$ cat src/rtl/fpl_pkg.sv
// ----------------------------------------------------------------------------
// fpl_pkg - feeder position loop shared definitions
// Sequencer states, register map, reset values and the MAC control group.
// ----------------------------------------------------------------------------
package fpl_pkg;

  localparam int COUNTS_PER_TURN_DEF = 8192;
  localparam int STUCK_TICKS_DEF     = 100;
  localparam int REVERSE_TICKS_DEF   = 500;

  localparam int SLOW_SPEED = 60;

  localparam int GAIN_W = 24;
  localparam int OP_W   = 34;
  localparam int LO_W   = 17;
  localparam int ACC_W  = 62;
  localparam int ADDR_W = 5;
  localparam int DATA_W = 32;

  localparam logic [23:0] OUTER_GAIN_RST    = 24'd5243;
  localparam logic [23:0] INNER_GAIN_RST    = 24'd393216;
  localparam logic [23:0] INNER_INT_RST     = 24'd0;
  localparam logic [14:0] INTEGRAL_LIM_RST  = 15'd2500;
  localparam logic [14:0] OUTPUT_LIM_RST    = 15'd9999;
  localparam logic [15:0] RAMP_STEP_RST     = 16'd922;
  localparam logic [17:0] SHOT_ANGLE_RST    = 18'd36864;
  localparam logic [14:0] STUCK_LEVEL_RST   = 15'd500;

  typedef enum logic [2:0] {
    REG_OUTER_GAIN   = 3'd0,
    REG_INNER_GAIN   = 3'd1,
    REG_INNER_INT    = 3'd2,
    REG_INTEGRAL_LIM = 3'd3,
    REG_OUTPUT_LIM   = 3'd4,
    REG_RAMP_STEP    = 3'd5,
    REG_SHOT_ANGLE   = 3'd6,
    REG_STUCK_LEVEL  = 3'd7
  } reg_idx_t;

  typedef enum logic [3:0] {
    ST_IDLE,
    ST_LOAD,
    ST_RAMP,
    ST_JAM,
    ST_ERR,
    ST_OUT_LO,
    ST_OUT_HI,
    ST_OUTER,
    ST_INT_LO,
    ST_INT_HI,
    ST_INTEG,
    ST_DRV_LO,
    ST_DRV_HI,
    ST_DRIVE
  } state_t;

  typedef struct packed {
    logic load_lo;
    logic add_hi;
  } mac_ctrl_t;

endpackage

$ cat src/rtl/feeder_position_loop_jam_recovery.sv
// ----------------------------------------------------------------------------
// feeder_position_loop_jam_recovery - feeder position loop with jam recovery
// Per tick: resync/shot, target ramp, jam watch, angle unwrap, outer P loop,
// inner PI loop with clamped integral and clamped drive.
//
//   channel | direction | handshake                 | payload
//   --------+-----------+---------------------------+-----------------------
//   in      | input     | in_valid / in_stall       | angle speed shot_request resync
//   out     | output    | out_valid / out_stall     | drive jam_active jam_count
//   cfg     | input     | psel penable pwrite pready| paddr pwdata prdata
//
// One word per 13 sequencer steps after accept, the last waiting on out_stall;
// three 34x24 products each take two passes through one shared 18x25 multiplier.
// in_stall is high from accept until the result is loaded into the output
// register; the next word is taken while that result waits on out_stall.
// Synchronous reset restores register defaults and clears all loop state.
// ----------------------------------------------------------------------------
module feeder_position_loop_jam_recovery #(
  parameter int COUNTS_PER_TURN = fpl_pkg::COUNTS_PER_TURN_DEF,
  parameter int STUCK_TICKS     = fpl_pkg::STUCK_TICKS_DEF,
  parameter int REVERSE_TICKS   = fpl_pkg::REVERSE_TICKS_DEF
) (
  input  logic                          clk,
  input  logic                          rst,
  input  logic                          in_valid,
  output logic                          in_stall,
  input  logic [12:0]                   angle,
  input  logic signed [15:0]            speed,
  input  logic                          shot_request,
  input  logic                          resync,
  output logic                          out_valid,
  input  logic                          out_stall,
  output logic signed [15:0]            drive,
  output logic                          jam_active,
  output logic [15:0]                   jam_count,
  input  logic                          psel,
  input  logic                          penable,
  input  logic                          pwrite,
  input  logic [fpl_pkg::ADDR_W-1:0]    paddr,
  input  logic [fpl_pkg::DATA_W-1:0]    pwdata,
  output logic [fpl_pkg::DATA_W-1:0]    prdata,
  output logic                          pready
);

  localparam int OP_W    = fpl_pkg::OP_W;
  localparam int ACC_W   = fpl_pkg::ACC_W;
  localparam int GAIN_W  = fpl_pkg::GAIN_W;
  localparam int DATA_W  = fpl_pkg::DATA_W;
  localparam int CPT_LOG = $clog2(COUNTS_PER_TURN) + 2;
  localparam int D_W     = (CPT_LOG > 15) ? CPT_LOG : 15;
  localparam int STUCK_W = $clog2(STUCK_TICKS + 1);
  localparam int REV_W   = $clog2(REVERSE_TICKS + 1);

  localparam logic signed [D_W-1:0] CNT_S  = D_W'(COUNTS_PER_TURN);
  localparam logic signed [D_W-1:0] HALF_S = D_W'(COUNTS_PER_TURN / 2 - 1);
  localparam logic [STUCK_W-1:0]    STUCK_LIM = STUCK_W'(STUCK_TICKS);
  localparam logic [REV_W-1:0]      REV_LIM   = REV_W'(REVERSE_TICKS);

  localparam logic signed [ACC_W-1:0] RND_HALF = ACC_W'(32768);
  localparam logic signed [ACC_W-1:0] S32_MAX  = $signed({{(ACC_W-31){1'b0}}, {31{1'b1}}});
  localparam logic signed [ACC_W-1:0] S32_MIN  = $signed({{(ACC_W-31){1'b1}}, 31'b0});

  // configuration
  logic [23:0] outer_gain, inner_gain, inner_int_gain;
  logic [14:0] integral_limit, output_limit, stuck_drive_level;
  logic [15:0] ramp_step;
  logic [17:0] shot_angle;

  // loop state
  logic [31:0]        turn_sum, target_pos, buffered_target;
  logic [12:0]        prev_angle;
  logic signed [31:0] inner_integral;
  logic signed [15:0] last_drive;
  logic [STUCK_W-1:0] stuck_ticks;
  logic [REV_W-1:0]   reverse_ticks;
  logic               jam_flag;
  logic [15:0]        jam_total;

  // captured word
  logic [12:0]        angle_r;
  logic signed [15:0] speed_r;
  logic               shot_r, resync_r;

  fpl_pkg::state_t state, state_next;
  fpl_pkg::mac_ctrl_t mac_ctrl;
  logic signed [OP_W-1:0]  op;
  logic        [GAIN_W-1:0] mac_gain;
  logic signed [ACC_W-1:0] acc_init, acc;
  logic in_accept, out_free, cfg_write;
  fpl_pkg::reg_idx_t cfg_idx;

  // datapath combinational terms
  logic signed [32:0]      ramp_diff, ramp_step_s, ramp_clamped;
  logic [31:0]             turn_back;
  logic [15:0]             abs_drive;
  logic signed [16:0]      speed_17, abs_speed;
  logic                    stuck_hit;
  logic signed [D_W-1:0]   ang_d, ang_step;
  logic signed [32:0]      err_33;
  logic signed [ACC_W-1:0] acc_rnd, int_lim, int_clamped, out_lim, drv_clamped;
  logic signed [31:0]      outer_sat;
  logic signed [OP_W-1:0]  ierr;

  fpl_mac u_mac (
    .clk      (clk),
    .ctrl     (mac_ctrl),
    .op       (op),
    .gain     (mac_gain),
    .acc_init (acc_init),
    .acc      (acc)
  );

  assign pready    = 1'b1;
  assign cfg_write = psel && penable && pwrite;
  assign cfg_idx   = fpl_pkg::reg_idx_t'(paddr[4:2]);
  assign in_accept = in_valid && !in_stall;
  assign out_free  = !out_valid || !out_stall;

  always_comb begin
    unique case (cfg_idx)
      fpl_pkg::REG_OUTER_GAIN:   prdata = DATA_W'(outer_gain);
      fpl_pkg::REG_INNER_GAIN:   prdata = DATA_W'(inner_gain);
      fpl_pkg::REG_INNER_INT:    prdata = DATA_W'(inner_int_gain);
      fpl_pkg::REG_INTEGRAL_LIM: prdata = DATA_W'(integral_limit);
      fpl_pkg::REG_OUTPUT_LIM:   prdata = DATA_W'(output_limit);
      fpl_pkg::REG_RAMP_STEP:    prdata = DATA_W'(ramp_step);
      fpl_pkg::REG_SHOT_ANGLE:   prdata = DATA_W'(shot_angle);
      fpl_pkg::REG_STUCK_LEVEL:  prdata = DATA_W'(stuck_drive_level);
      default:                   prdata = '0;
    endcase
  end

  always_ff @(posedge clk) begin
    if (rst) begin
      outer_gain        <= fpl_pkg::OUTER_GAIN_RST;
      inner_gain        <= fpl_pkg::INNER_GAIN_RST;
      inner_int_gain    <= fpl_pkg::INNER_INT_RST;
      integral_limit    <= fpl_pkg::INTEGRAL_LIM_RST;
      output_limit      <= fpl_pkg::OUTPUT_LIM_RST;
      ramp_step         <= fpl_pkg::RAMP_STEP_RST;
      shot_angle        <= fpl_pkg::SHOT_ANGLE_RST;
      stuck_drive_level <= fpl_pkg::STUCK_LEVEL_RST;
    end else if (cfg_write) begin
      unique case (cfg_idx)
        fpl_pkg::REG_OUTER_GAIN:   outer_gain        <= pwdata[23:0];
        fpl_pkg::REG_INNER_GAIN:   inner_gain        <= pwdata[23:0];
        fpl_pkg::REG_INNER_INT:    inner_int_gain    <= pwdata[23:0];
        fpl_pkg::REG_INTEGRAL_LIM: integral_limit    <= pwdata[14:0];
        fpl_pkg::REG_OUTPUT_LIM:   output_limit      <= pwdata[14:0];
        fpl_pkg::REG_RAMP_STEP:    ramp_step         <= pwdata[15:0];
        fpl_pkg::REG_SHOT_ANGLE:   shot_angle        <= pwdata[17:0];
        fpl_pkg::REG_STUCK_LEVEL:  stuck_drive_level <= pwdata[14:0];
        default: ;
      endcase
    end
  end

  // sequencer
  always_ff @(posedge clk) begin
    if (rst) begin
      state <= fpl_pkg::ST_IDLE;
    end else begin
      state <= state_next;
    end
  end

  always_comb begin
    state_next = state;
    in_stall   = (state != fpl_pkg::ST_IDLE);
    mac_ctrl   = '0;
    mac_gain   = outer_gain;
    acc_init   = $signed({{(ACC_W-32){inner_integral[31]}}, inner_integral});
    unique case (state)
      fpl_pkg::ST_IDLE:   if (in_valid) state_next = fpl_pkg::ST_LOAD;
      fpl_pkg::ST_LOAD:   state_next = fpl_pkg::ST_RAMP;
      fpl_pkg::ST_RAMP:   state_next = fpl_pkg::ST_JAM;
      fpl_pkg::ST_JAM:    state_next = fpl_pkg::ST_ERR;
      fpl_pkg::ST_ERR:    state_next = fpl_pkg::ST_OUT_LO;
      fpl_pkg::ST_OUT_LO: begin
        mac_ctrl.load_lo = 1'b1;
        acc_init         = '0;
        state_next       = fpl_pkg::ST_OUT_HI;
      end
      fpl_pkg::ST_OUT_HI: begin
        mac_ctrl.add_hi = 1'b1;
        state_next      = fpl_pkg::ST_OUTER;
      end
      fpl_pkg::ST_OUTER:  state_next = fpl_pkg::ST_INT_LO;
      fpl_pkg::ST_INT_LO: begin
        mac_ctrl.load_lo = 1'b1;
        mac_gain         = inner_int_gain;
        state_next       = fpl_pkg::ST_INT_HI;
      end
      fpl_pkg::ST_INT_HI: begin
        mac_ctrl.add_hi = 1'b1;
        mac_gain        = inner_int_gain;
        state_next      = fpl_pkg::ST_INTEG;
      end
      fpl_pkg::ST_INTEG:  state_next = fpl_pkg::ST_DRV_LO;
      fpl_pkg::ST_DRV_LO: begin
        mac_ctrl.load_lo = 1'b1;
        mac_gain         = inner_gain;
        state_next       = fpl_pkg::ST_DRV_HI;
      end
      fpl_pkg::ST_DRV_HI: begin
        mac_ctrl.add_hi = 1'b1;
        mac_gain        = inner_gain;
        state_next      = fpl_pkg::ST_DRIVE;
      end
      fpl_pkg::ST_DRIVE:  if (out_free) state_next = fpl_pkg::ST_IDLE;
      default:            state_next = fpl_pkg::ST_IDLE;
    endcase
  end

  // datapath terms
  always_comb begin
    ramp_diff   = $signed({buffered_target[31], buffered_target})
                - $signed({target_pos[31], target_pos});
    ramp_step_s = $signed({17'b0, ramp_step});
    if (ramp_diff > ramp_step_s) begin
      ramp_clamped = ramp_step_s;
    end else if (ramp_diff < -ramp_step_s) begin
      ramp_clamped = -ramp_step_s;
    end else begin
      ramp_clamped = ramp_diff;
    end

    turn_back = turn_sum - {14'b0, shot_angle};
    abs_drive = last_drive[15] ? 16'(-last_drive) : 16'(last_drive);
    speed_17  = $signed({speed_r[15], speed_r});
    abs_speed = speed_17[16] ? -speed_17 : speed_17;
    stuck_hit = (abs_drive >= {1'b0, stuck_drive_level})
             && (abs_speed <= $signed(17'(fpl_pkg::SLOW_SPEED)));

    ang_d = $signed({{(D_W-13){1'b0}}, angle_r}) - $signed({{(D_W-13){1'b0}}, prev_angle});
    if (ang_d > HALF_S) begin
      ang_step = ang_d - CNT_S;
    end else if (ang_d < -HALF_S) begin
      ang_step = ang_d + CNT_S;
    end else begin
      ang_step = ang_d;
    end

    err_33 = $signed({target_pos[31], target_pos}) - $signed({turn_sum[31], turn_sum});

    acc_rnd = (acc + RND_HALF) >>> 16;
    if (acc_rnd > S32_MAX) begin
      outer_sat = 32'sh7FFF_FFFF;
    end else if (acc_rnd < S32_MIN) begin
      outer_sat = 32'sh8000_0000;
    end else begin
      outer_sat = acc_rnd[31:0];
    end
    ierr = $signed({{(OP_W-32){outer_sat[31]}}, outer_sat})
         - $signed({{(OP_W-16){speed_r[15]}}, speed_r});

    int_lim = $signed({{(ACC_W-31){1'b0}}, integral_limit, 16'b0});
    if (acc > int_lim) begin
      int_clamped = int_lim;
    end else if (acc < -int_lim) begin
      int_clamped = -int_lim;
    end else begin
      int_clamped = acc;
    end

    out_lim = $signed({{(ACC_W-15){1'b0}}, output_limit});
    if (acc_rnd > out_lim) begin
      drv_clamped = out_lim;
    end else if (acc_rnd < -out_lim) begin
      drv_clamped = -out_lim;
    end else begin
      drv_clamped = acc_rnd;
    end
  end

  // input capture and MAC operand, no reset
  always_ff @(posedge clk) begin
    if (in_accept) begin
      angle_r  <= angle;
      speed_r  <= speed;
      shot_r   <= shot_request;
      resync_r <= resync;
    end
    if (state == fpl_pkg::ST_ERR) begin
      op <= $signed({err_33[32], err_33});
    end else if (state == fpl_pkg::ST_OUTER) begin
      op <= ierr;
    end
  end

  // loop state and output word
  always_ff @(posedge clk) begin
    if (rst) begin
      turn_sum        <= '0;
      prev_angle      <= '0;
      target_pos      <= '0;
      buffered_target <= '0;
      inner_integral  <= '0;
      last_drive      <= '0;
      stuck_ticks     <= '0;
      reverse_ticks   <= '0;
      jam_flag        <= 1'b0;
      jam_total       <= '0;
      out_valid       <= 1'b0;
    end else begin
      if (state == fpl_pkg::ST_DRIVE && out_free) begin
        out_valid <= 1'b1;
      end else if (!out_stall) begin
        out_valid <= 1'b0;
      end
      unique case (state)
        fpl_pkg::ST_LOAD: begin
          if (resync_r) begin
            turn_sum        <= {19'b0, angle_r};
            prev_angle      <= angle_r;
            target_pos      <= {19'b0, angle_r};
            buffered_target <= {19'b0, angle_r};
          end else if (shot_r) begin
            buffered_target <= buffered_target + {14'b0, shot_angle};
          end
        end
        fpl_pkg::ST_RAMP: begin
          target_pos <= target_pos + ramp_clamped[31:0];
        end
        fpl_pkg::ST_JAM: begin
          if (jam_flag) begin
            if (reverse_ticks >= REV_LIM) begin
              target_pos      <= turn_sum;
              buffered_target <= turn_sum;
              jam_flag        <= 1'b0;
              reverse_ticks   <= '0;
            end else begin
              reverse_ticks <= reverse_ticks + REV_W'(1);
            end
          end else if (stuck_hit) begin
            if (stuck_ticks >= STUCK_LIM) begin
              target_pos      <= turn_back;
              buffered_target <= turn_back;
              stuck_ticks     <= '0;
              jam_flag        <= 1'b1;
              if (jam_total != 16'hFFFF) jam_total <= jam_total + 16'd1;
            end else begin
              stuck_ticks <= stuck_ticks + STUCK_W'(1);
            end
          end else begin
            stuck_ticks <= '0;
          end
          turn_sum   <= turn_sum + {{(32-D_W){ang_step[D_W-1]}}, ang_step};
          prev_angle <= angle_r;
        end
        fpl_pkg::ST_INTEG: begin
          inner_integral <= int_clamped[31:0];
        end
        fpl_pkg::ST_DRIVE: begin
          if (out_free) begin
            last_drive <= drv_clamped[15:0];
          end
        end
        default: ;
      endcase
    end
  end

  // output payload, no reset
  always_ff @(posedge clk) begin
    if (state == fpl_pkg::ST_DRIVE && out_free) begin
      drive      <= drv_clamped[15:0];
      jam_active <= jam_flag;
      jam_count  <= jam_total;
    end
  end

endmodule

$ cat src/rtl/fpl_mac.sv
// ----------------------------------------------------------------------------
// fpl_mac - shared two-pass multiply-accumulate
// 34-bit signed operand times 24-bit unsigned gain on one 18x25 multiplier:
// low 17 bits first (loads acc_init plus product), high part second.
// ----------------------------------------------------------------------------
module fpl_mac (
  input  logic                                 clk,
  input  fpl_pkg::mac_ctrl_t                   ctrl,
  input  logic signed [fpl_pkg::OP_W-1:0]      op,
  input  logic        [fpl_pkg::GAIN_W-1:0]    gain,
  input  logic signed [fpl_pkg::ACC_W-1:0]     acc_init,
  output logic signed [fpl_pkg::ACC_W-1:0]     acc
);

  localparam int LO_W   = fpl_pkg::LO_W;
  localparam int OP_W   = fpl_pkg::OP_W;
  localparam int GAIN_W = fpl_pkg::GAIN_W;
  localparam int ACC_W  = fpl_pkg::ACC_W;
  localparam int A_W    = OP_W - LO_W + 1;
  localparam int PROD_W = A_W + GAIN_W + 1;

  logic signed [A_W-1:0]    mul_a;
  logic signed [GAIN_W:0]   mul_b;
  logic signed [PROD_W-1:0] prod;
  logic signed [ACC_W-1:0]  prod_ext;

  always_comb begin
    if (ctrl.add_hi) begin
      mul_a = $signed({op[OP_W-1], op[OP_W-1:LO_W]});
    end else begin
      mul_a = $signed({{(A_W-LO_W){1'b0}}, op[LO_W-1:0]});
    end
    mul_b    = $signed({1'b0, gain});
    prod     = mul_a * mul_b;
    prod_ext = $signed({{(ACC_W-PROD_W){prod[PROD_W-1]}}, prod});
  end

  always_ff @(posedge clk) begin
    if (ctrl.load_lo) begin
      acc <= acc_init + prod_ext;
    end else if (ctrl.add_hi) begin
      acc <= acc + (prod_ext <<< LO_W);
    end
  end

endmodule
$ cat config.mk
export PLATFORM = sky130hd
export DESIGN_NAME = feeder_position_loop_jam_recovery
export DESIGN_NICKNAME = d
export VERILOG_FILES = /design/src/rtl/fpl_pkg.sv /design/src/rtl/feeder_position_loop_jam_recovery.sv /design/src/rtl/fpl_mac.sv
export SDC_FILE = /design/constraint.sdc
export NUM_CORES = 2
export LEC_CHECK = 0
export ABC_AREA = 0
export BUFFER_PORTS_ARGS = -buffer_cell sky130_fd_sc_hd__buf_4
export CELL_PAD_IN_SITES_DETAIL_PLACEMENT = 1
export CELL_PAD_IN_SITES_GLOBAL_PLACEMENT = 1
export CORE_ASPECT_RATIO = 0.9
export CORE_MARGIN = 10
export CORE_UTILIZATION = 35
export CTS_CLUSTER_DIAMETER = 120
export CTS_CLUSTER_SIZE = 24
export DETAILED_ROUTE_END_ITERATION = 16
export PLACE_DENSITY_LB_ADDON = 0.1
export SLEW_MARGIN = 15
export SYNTH_ARGS = -nofsm -noshare
export SYNTH_HDL_FRONTEND = slang
export SYNTH_HIERARCHICAL = 1
export SYNTH_SLANG_ARGS = --single-unit
$ cat constraint.sdc
create_clock -name clk -period 12.5 [get_ports clk]
set_input_delay 2.5 -clock clk [delete_from_list [all_inputs] [get_ports clk]]
set_output_delay 2.5 -clock clk [all_outputs]
set_load 0.1 [all_outputs]
==> results.md <==
Run status:
- The run finished with clean final reports.

Logic synthesis:
- Yosys printed 6 warnings.
- The mapped cell area is 61700 um^2.
- The average instance in the mapped netlist occupies 7.86 um^2.
- Synthesis produced 7851 cells.
- The most used flip-flop cell after synthesis is sky130_fd_sc_hd__dfxtp_1.
- The number of distinct library cells after synthesis is 114.
- The fraction of registers with async set/reset is 0%.
- Counting flops and latches in the post-synthesis netlist gives 505.
- Sequential elements use 19.0% of the synthesized area.
- Yosys mapped a number of flops with a built-in enable equal to 159.

STA:
- The number of setup violations in the final report is 0.
- Across all hold checks on the routed design, the worst slack comes to 463 ps.
- After layout, the worst setup slack is 654 ps.
- The number of max-slew violations in the final report is 0.
- Setup repair after global routing left no endpoint under its margin.
- Headroom to the max-slew limit came out at 18.5%.
- The total negative slack for setup checks is 0 ps.
- At the pin with the least slew margin, the transition time is 1210 ps.
- The final period utilization is 94.8%.
- Based on the critical path, the design can be clocked at up to 0.0844 GHz.
- The final worst clock skew is 55.8 ps.
- The total count of hold-check failures in the final report is 0.
- The routed design could run at a clock period as short as 11850 ps.

Clocking:
- The register clock-pin slew on the reported worst setup and hold paths is 110 ps.
- The library cell used as clock root buffer is sky130_fd_sc_hd__clkbuf_16.
- The CTS sink count is 505.
- The insertion delay of the later-clocked pin in the worst-skew pair is 730 ps.
- The number of clock buffers inserted by TritonCTS is 30.
- The clock tree from TritonCTS is built.
- The number of H-tree levels is 1.
- Counting along the longest clock path gives a buffer depth of 3.

Floorplanning:
- The initial utilization of the core area, before any placement, comes to 35.1%.
- The floorplan has 146 rows.
- The die covers 194000 um^2.
- The height of the die is 418 um.
- The total core area is 176000 um^2.
- The number of top-level design ports is 143.
- The die outline width is 463 um.

Setup path:
- The data arrival time of the worst path is 12300 ps.
- The maximum fanout count along the critical path is 24.
- For this run, the slowest stage of the critical path takes 640 ps.
- The critical register-to-register path endpoint is u_mac/acc[55].
- The startpoint identified for the worst register-to-register timing path is state[1].
- The critical path is of the reg2reg type.
- The kind of end point of the critical path is a register.
- The cell type group with the largest total delay on the critical path is adder cells.
- For the worst setup path, the data required time is 12950 ps.
- Among the stages of the critical path, the cell type that occurs most often is sky130_fd_sc_hd__fa_1.
- For this design, the slowest cell found on the critical path is sky130_fd_sc_hd__fa_1.
- The nature of the critical path startpoint is a register.
- The sum of buffers and inverters on the critical path is 4.
- The number of cells on the worst reg-to-reg path is 38.
- The flop-to-flop setup slack is 650 ps.

Power and ir drop:
- VDD sags by at most 206 uV.
- The leakage power is 29.2 nW.
- The total power divided by cell area is 147 nW/um^2.

Route:
- Before antenna repair, the detailed router went through 5 iterations.
- The aggregate routed wire length is 252000 um.
- The number of vias in the routed layout is 57400.
- The number of violations reported at the end of detailed-routing iteration 0 is 4131.
- Once detail routing completed, the nets flagged for antenna violations numbered 0.
- Dividing the detail-routed via count by the number of cells gives 5.65.
- The post-detailed-route wirelength per cell is 24.8 um.
- In the routed design, unresolved DRC markers number 0.

Placement:
- The count of placed standard cells including taps is 10100.
- The number of buffers inserted by port buffering is 123.
- Prior to clock tree synthesis, the placed netlist has a worst setup slack of 380 ps.
- The final estimated routing congestion in global placement is 0.902.
- Once detailed placement completed, the half-perimeter wirelength came to 203000 um.

Global routing:
- Entering global routing, the biggest net connects 133 pins.
- The met1 routing resource usage after global routing is 38.7%.
- The number of antenna violations at the first check in global routing is 5.
- The first global-routing pass estimated 379000 um of wire.
- In the global route stage, met3 resource usage came out at 2.23%.
- In this run the most used layer during global routing was met1.
- The via count of the first global-routing pass is 58200.
- Global routing used 38.5% of the available met2 tracks.
- Global routing used 25.1% of the available tracks.
- After global routing the overflow that remains totals 0.

Hold path:
- The startpoint identified for the worst hold timing path is inner_integral[3].
- The path with the worst hold slack has its endpoint at inner_integral[3].
- The worst hold path depth is 2.
- The path class of the tightest hold or removal check is reg2reg.

Layout:
- The final core utilization is 37.8%.
- The growth of design area from synthesis to finish is 7.62%.
- The layout has 21300 filler cells.
- Once layout is complete, the cells apart from fillers number 10200.
- The proportion of layout cells with a drive suffix above 1 is 6.06%.
- The layout net count is 8877.

Run:
- The total of max-cap violations is 0.
==> power by group <==
part	switching (W)	internal, W
combinational	0.00430	0.00233
clock	0.000714	0.000501
sequential	0.000101	0.00185
total	0.00512	0.00468
==> how the worst max path moves through the flow <==
stage	from	endpoint	slack (ps)	cells past startpoint
2_1_floorplan	state[0]	u_mac/acc[61]	1440	41
3_3_place_gp	state[1]	u_mac/acc[61]	440	38
3_5_place_dp	state[1]	u_mac/acc[61]	380	38
4_1_cts	state[1]	u_mac/acc[61]	330	38
5_1_grt	state[1]	u_mac/acc[55]	50	40
6_report	state[1]	u_mac/acc[55]	650	38
==> flip-flops by register name (all words and copies together), names as in the netlist, 24 cells and up <==
signal and flops:
outer_gain 24, turn_sum 32, inner_gain 24, buffered_target 32
inner_integral 32, u_mac/acc 62, target_pos 32, inner_int_gain 24
op 33
==> per-stage QoR <==
| step | power [W] | instance area, um^2 |
|---|---|---|
| floorplan | 0.00651 | 61800 |
| global placement | 0.00836 | 65400 |
| detailed placement | 0.00845 | 65400 |
| CTS | 0.00972 | 66400 |
| global route | 0.0106 | 66400 |
| finish | 0.00979 | 66400 |
==> layout make-up <==
class                           instances  area [um^2]  share of cell area, %
Tap cell                             2368         2960                   4.46
Clock buffer                           40          841                   1.27
Timing Repair Buffer                  255         2000                   3.01
Antenna cell                            1         2.50                0.00377
Clock inverter                         13          166                  0.250
Multi-Input combinational cell       6162        45700                   68.8
Sequential cell                       505        11700                   17.6
Inverter                              813         3050                   4.59
==> cells by family (layout without fill, tap and decap cells) <==
kind of cell,Yosys count,count (layout),synth area share (%)
and+or+nand+nor,2618,2618,20.0
AOI/OAI and AO/OA,1987,1987,20.6
buffers and inverters,1191,1121,7.38
adders and majority gates,1035,1035,25.4
DFF,505,505,19.0
xor gates and xnor gates,413,413,5.86
muxes,100,100,1.81
other,2,10,0.0122
==> tightest hold or removal path, cell delays in order (launching register included) <==
cell and delay, ps:
sky130_fd_sc_hd__dfxtp_1 330, sky130_fd_sc_hd__nand2_1 50, sky130_fd_sc_hd__a21oi_1 50
==> synth_stat cells (all sizes together) (20+ instances only) <==
| cell type | instances | area share (%) |
|---|---|---|
| nand2 | 1108 | 6.7 |
| inv | 809 | 4.9 |
| a21oi | 680 | 5.5 |
| ha | 673 | 14 |
| nor2 | 452 | 2.8 |
| fa | 362 | 12 |
| o21ai | 354 | 2.9 |
| dfxtp | 346 | 11 |
| clkbuf | 331 | 2.0 |
| xnor2 | 255 | 3.6 |
| a21o | 213 | 2.6 |
| and2 | 207 | 2.1 |
| edfxtp | 159 | 7.7 |
| xor2 | 158 | 2.2 |
| nand3 | 144 | 1.2 |
| nand4 | 125 | 1.3 |
| nor3 | 122 | 1.0 |
| o211ai | 105 | 1.3 |
| nor2b | 91 | 0.92 |
| a211oi | 80 | 1.0 |
| nand2b | 79 | 0.81 |
| mux2i | 68 | 1.1 |
| and3 | 66 | 0.67 |
| a22oi | 65 | 0.79 |
| o21a | 64 | 0.78 |
| nor4 | 61 | 0.64 |
| a31oi | 60 | 0.63 |
| o21bai | 53 | 0.64 |
| or2 | 48 | 0.49 |
| buf | 47 | 0.39 |
| or3 | 47 | 0.48 |
| o31ai | 40 | 0.56 |
| a311oi | 25 | 0.35 |
| mux2 | 25 | 0.46 |
| o22ai | 25 | 0.25 |
| a31o | 20 | 0.28 |
==> routing by layer <==
layer	wire [um]	part of all wire, %	vias to the layer above
met1	129000	51	29000
met4	4510	1.8	0
met2	106000	42	1257
met3	11800	4.7	160
li1	-	-	27000
met5	0	0	-
==> cells in the final DEF (no fill, tap or decap), types with 31 or more instances in the layout <==
| cell type | instances |
|---|---|
| sky130_fd_sc_hd__o21ai_0 | 322 |
| sky130_fd_sc_hd__or3_1 | 47 |
| sky130_fd_sc_hd__o21a_1 | 64 |
| sky130_fd_sc_hd__o31ai_1 | 31 |
| sky130_fd_sc_hd__a21o_1 | 212 |
| sky130_fd_sc_hd__xor2_1 | 158 |
| sky130_fd_sc_hd__inv_1 | 808 |
| sky130_fd_sc_hd__ha_1 | 673 |
| sky130_fd_sc_hd__dfxtp_1 | 345 |
| sky130_fd_sc_hd__nand2b_1 | 78 |
| sky130_fd_sc_hd__nor4_1 | 59 |
| sky130_fd_sc_hd__o211ai_1 | 104 |
| sky130_fd_sc_hd__mux2i_1 | 68 |
| sky130_fd_sc_hd__fa_1 | 362 |
| sky130_fd_sc_hd__or2_2 | 45 |
| sky130_fd_sc_hd__a31oi_1 | 57 |
| sky130_fd_sc_hd__buf_4 | 248 |
| sky130_fd_sc_hd__a211oi_1 | 76 |
| sky130_fd_sc_hd__o21bai_1 | 52 |
| sky130_fd_sc_hd__clkbuf_16 | 32 |
| sky130_fd_sc_hd__nand2_1 | 1104 |
| sky130_fd_sc_hd__xnor2_1 | 253 |
| sky130_fd_sc_hd__edfxtp_1 | 159 |
| sky130_fd_sc_hd__nor3_1 | 111 |
| sky130_fd_sc_hd__a21oi_1 | 678 |
| sky130_fd_sc_hd__nand3_1 | 143 |
| sky130_fd_sc_hd__and2_1 | 206 |
| sky130_fd_sc_hd__and3_1 | 65 |
| sky130_fd_sc_hd__nor2_1 | 448 |
| sky130_fd_sc_hd__nand4_1 | 124 |
| sky130_fd_sc_hd__a22oi_1 | 65 |
| sky130_fd_sc_hd__nor2b_1 | 89 |
==> what timing repair did <==
action                                  CTS  global route
endpoints found under the setup margin    0            12
buffers inserted                          0             0
hold buffers                              0             0
resized for setup                         0             7
Power figures use the tool's default switching activity.
